===== config.mk =====
export PLATFORM = sky130hd
export DESIGN_NAME = nmt_ram
export DESIGN_NICKNAME = d
export VERILOG_FILES = /design/src/nmt_ram.sv
export SDC_FILE = /design/constraint.sdc
export NUM_CORES = 1
export LEC_CHECK = 0
export BUFFER_PORTS_ARGS = -buffer_cell sky130_fd_sc_hd__buf_2
export CAP_MARGIN = 25
export CORE_ASPECT_RATIO = 1.25
export CORE_UTILIZATION = 45
export DETAILED_ROUTE_END_ITERATION = 10
export PLACE_DENSITY = 0.6
export SLEW_MARGIN = 15
export SYNTH_ARGS = -nofsm -noshare
export SYNTH_HDL_FRONTEND = slang
export SYNTH_SLANG_ARGS = --single-unit

===== constraint.sdc =====
create_clock -name clk -period 2.1 [get_ports clk]
set_input_delay 0 -clock clk [delete_from_list [all_inputs] [get_ports clk]]
set_output_delay 0 -clock clk [all_outputs]
set_load 0.02 [all_outputs]

===== src/nmt_ram.sv =====
module nmt_ram #(
	parameter int WIDTH = 8,
	parameter int DEPTH = 16
) (
	input  logic                     clk,
	input  logic                     we,
	input  logic [$clog2(DEPTH)-1:0] waddr,
	input  logic [WIDTH-1:0]         wdata,
	input  logic                     re,
	input  logic [$clog2(DEPTH)-1:0] raddr,
	output logic [WIDTH-1:0]         rdata
);

	logic [WIDTH-1:0] mem_q [DEPTH];

	always_ff @(posedge clk) begin
		if (we) begin
			mem_q[waddr] <= wdata;
		end
		if (re) begin
			rdata <= mem_q[raddr];
		end
	end

endmodule


# Word level (Yosys, flattened, before mapping)
# Memory sizes are Yosys's and may differ from the RTL's. A register that Yosys moved wholly into a read port is not among the register bits.
# Cells that the tools add are included.
# classes
mux	2
# op_table
op	count
two-way mux 1 bit	2
# word_totals
output_inout_bits	8
input_bits	19
mem_bits_rw	128
elab_cells	3
reg_bits	0
n_memories	1
# memory_table
name	words	width	rd	rd_ports_with_merged_regs	write_ports	line	text
mem_q	16	8	1	1	1	14	logic [WIDTH-1:0] mem_q [DEPTH];

# Logic depth before layout (Yosys ltp)
# depth
word_depth	2
mapped_depth	5
ltp_nobuf	3

# Worst setup path before layout
# Ideal clock, no wire load.
# synth_timing
path_kind	input to register
from	input waddr[2]
to	memory mem_q[0][0] (enable)
required_ps	1717
setup_ps	383
setup_slack_ps	607
arrival_time_ps	1110
stages	2
path_buffers	0
path_cell_list	or3b_2 > nor3_1
# synth_lines
item	line	text
from (decl)	7	input logic [$clog2(DEPTH)-1:0] waddr,
to (decl)	14	
# Straight into the memory's write port.

==> metrics.txt <==
FILL cells=860; htree depth=4; Mapped Cells=229; min cycle time layout=1.586 ns; Global Route Usage Sum=18.25%; drt pass-1 iters=7; Initial Utilization=46.71%; Die Span Y=122.5 µm; Syn Area/Cell=22.83 µm²; sw frac=20.30%; Synth Cell Area=5228 µm²; Final Non-Filler Cells=445; share of the yosys chip area belonging to registers=78.12%; Setup Crit Path Kind=reg2reg; slowest stage cell, crit path=mux4_1; fin crit share=75.51%; worst hold start=waddr[0]; count of different cell masters after synthesis=18; most common cell after layout, fill and taps aside=edfxtp_1; Sink Count=136; Yosys warnings=0; largest net degree at the start of global routing=17; Remaining Overflow, GRT=0; Setup violations, final=0; Worst Hold Class=in2reg; worst r2r path cells=3; number of routed nets with antenna violations=0; RSZ-0062 raised after global routing=false; Sum Neg Setup Slack=0 ns; # rows=43; synthesized flop and latch total=136; Die Area=12,050 µm²; Nets=316; Worst Skew=0.008135 ns; maximum capacitance violations=0; Reg power frac=49.7%; status=finished with violations; port bufs=26; clock tree buffer depth=2; n_diodes=0; most frequent cells in the layout=136 x edfxtp_1, 26 x buf_2, 21 x buf_4; DR iter-0 viols=189; Internal=4.924 mW; measured slew at the worst slew-check pin=0.6755 ns; final wirelength=9883 µm; required time of the critical path=2.25 ns; top cell type's share of synthesized area=78.12%; DR WL/cell=22.21 µm; worst skew pair latency=0.41 ns; clk root buf=clkbuf_16; switching power=1.254 mW; IO Count=27; Worst Path Arrival=1.73 ns; drt drc=3; Fmax=630.6 MHz; share of post-route cells with drive strength above 1=31.61%; clock share of power=45.2%; WP buf/inv=0; post-synth top area cell=edfxtp_1; Fin. Hold Viols=0; Layout area overhead=20.70%; flop-to-flop setup slack=0.51 ns; Leak Pwr=2.159 nW; CP Cell Sequence=mux4_1, a22oi_1, nand2_1; Slew Viols, Final=0; hold_ws=0.1591 ns; die width=98.40 µm; Rel. slew slack=54.80%; Detail Placement HPWL=6379 µm; Synth area leaders=edfxtp_1 78%, mux4_2 7.8%, mux4_1 7.0%; worst-path fanout max=1; register area=4084 µm²; worst r2r src=mem_q[0][3]; Max IR drop VDD=0.5729 mV; core area=11,190 µm²; vias in the first global route=2,619; placed cell count=404; power density over the cells=979.1 nW/µm²; antenna violations before repair=0; Comb power frac=5.0%; FF-to-FF End=rdata[3]; multi-input logic area=1057 µm²; Hold Crit Endpoint=mem_q[0][7]; worst hold stages=3; Largest stage delay, worst path=0.55 ns; CP delay by family, top=multiplexers; total CTS buffers=17; GP Congestion=0.7419; DR vias/cell=5.654; Syn Nets=248; crit start category=flop; CTS tree=done; first-pass GRT wire length=14,970 µm; vias post-DR=2,516; crit end category=flop; failing checks=design-rule violations; clock-pin slew of the registers on the worst-case setup and hold paths=0.06 ns
==> kinds of logic (layout without fill, tap and decap cells) <==
family          count (synthesis)  in the layout  synth area share [%]
buf+inv                        10             91                 1.651
compound gates                 16             16                 2.298
mux                            32             32                 14.79
flops                         136            136                 78.12
simple gates                   35             35                 3.136
==> timing repair <==
action,in CTS,in global routing
hold buffers,9,0
setup buffers,0,0
resized for setup,0,0
hold endpoints to repair,136,0
==> per-stage QoR <==
step / util [%] / power, mW / area (µm²) / setup slack, ns
final: 56.38 / 6.178 / 6310 / 0.5143
after global routing: 56.38 / 6.360 / 6310 / 0.4585
after CTS: 56.38 / 6.222 / 6310 / 0.5250
after detailed placement: 50.56 / 3.432 / 5658 / 0.3073
after global placement: 50.56 / 3.425 / 5658 / 0.3074
after floorplan: - / 3.298 / 5228 / 0.6071
==> power groups by stage <==
stage	Combinational (mW)	Sequential, mW	Clock [mW]
6_report	0.311	3.07	2.79
5_1_grt	0.336	3.08	2.95
4_1_cts	0.316	3.07	2.83
3_5_place_dp	0.302	3.13	0
3_3_place_gp	0.298	3.13	0
2_1_floorplan	0.154	3.14	0
==> how the worst max path moves through the flow <==
stage | start | endpoint | slack [ns] | cells after the start
6_report | mem_q[0][3] | rdata[3] | 0.51 | 3
5_1_grt | mem_q[0][3] | rdata[3] | 0.46 | 3
4_1_cts | mem_q[0][3] | rdata[3] | 0.52 | 3
3_5_place_dp | raddr[0] | rdata[3] | 0.31 | 4
3_3_place_gp | raddr[0] | rdata[3] | 0.31 | 4
2_1_floorplan | waddr[2] | mem_q[0][0] | 0.61 | 2
==> worst min-delay path, stage by stage <==
cell and delay [ns]:
buf_2 0.15, nor3_1 0.09, buf_4 0.15
==> sequential cells by signal (all words and copies together), names as in the netlist <==
| name | cells |
|---|---|
| mem_q | 128 |
| rdata | 8 |
==> synth_stat cells <==
library cell	instances
nand2b_1	2
nor3_1	4
nand3b_1	2
nor2b_1	1
or3b_2	1
mux4_1	14
nor2_1	13
and2_1	1
edfxtp_1	136
clkdlybuf4s25_2	3
buf_6	3
nand2_1	9
buf_2	3
buf_4	1
and2b_1	1
a22oi_1	16
mux4_2	18
nand3_1	1
==> area by class of cell <==
class / instances / share of cell area (%)
Clock buffer: 18 / 6.802
Clock inverter: 14 / 2.102
Multi-Input combinational cell: 83 / 16.76
Sequential cell: 136 / 64.72
Tap cell: 135 / 2.677
Timing Repair Buffer: 59 / 6.940
==> metal layers <==
layer | GRT usage, % | vias to the layer above | share of wire (%)
met5 | 0 | - | 0
met4 | 8.769 | 0 | 2.4
met3 | 5.068 | 16 | 4.2
met2 | 29.89 | 71 | 51
met1 | 22.69 | 1305 | 42
li1 | - | 1124 | -
No activity file was read; power rests on OpenSTA's default activity.
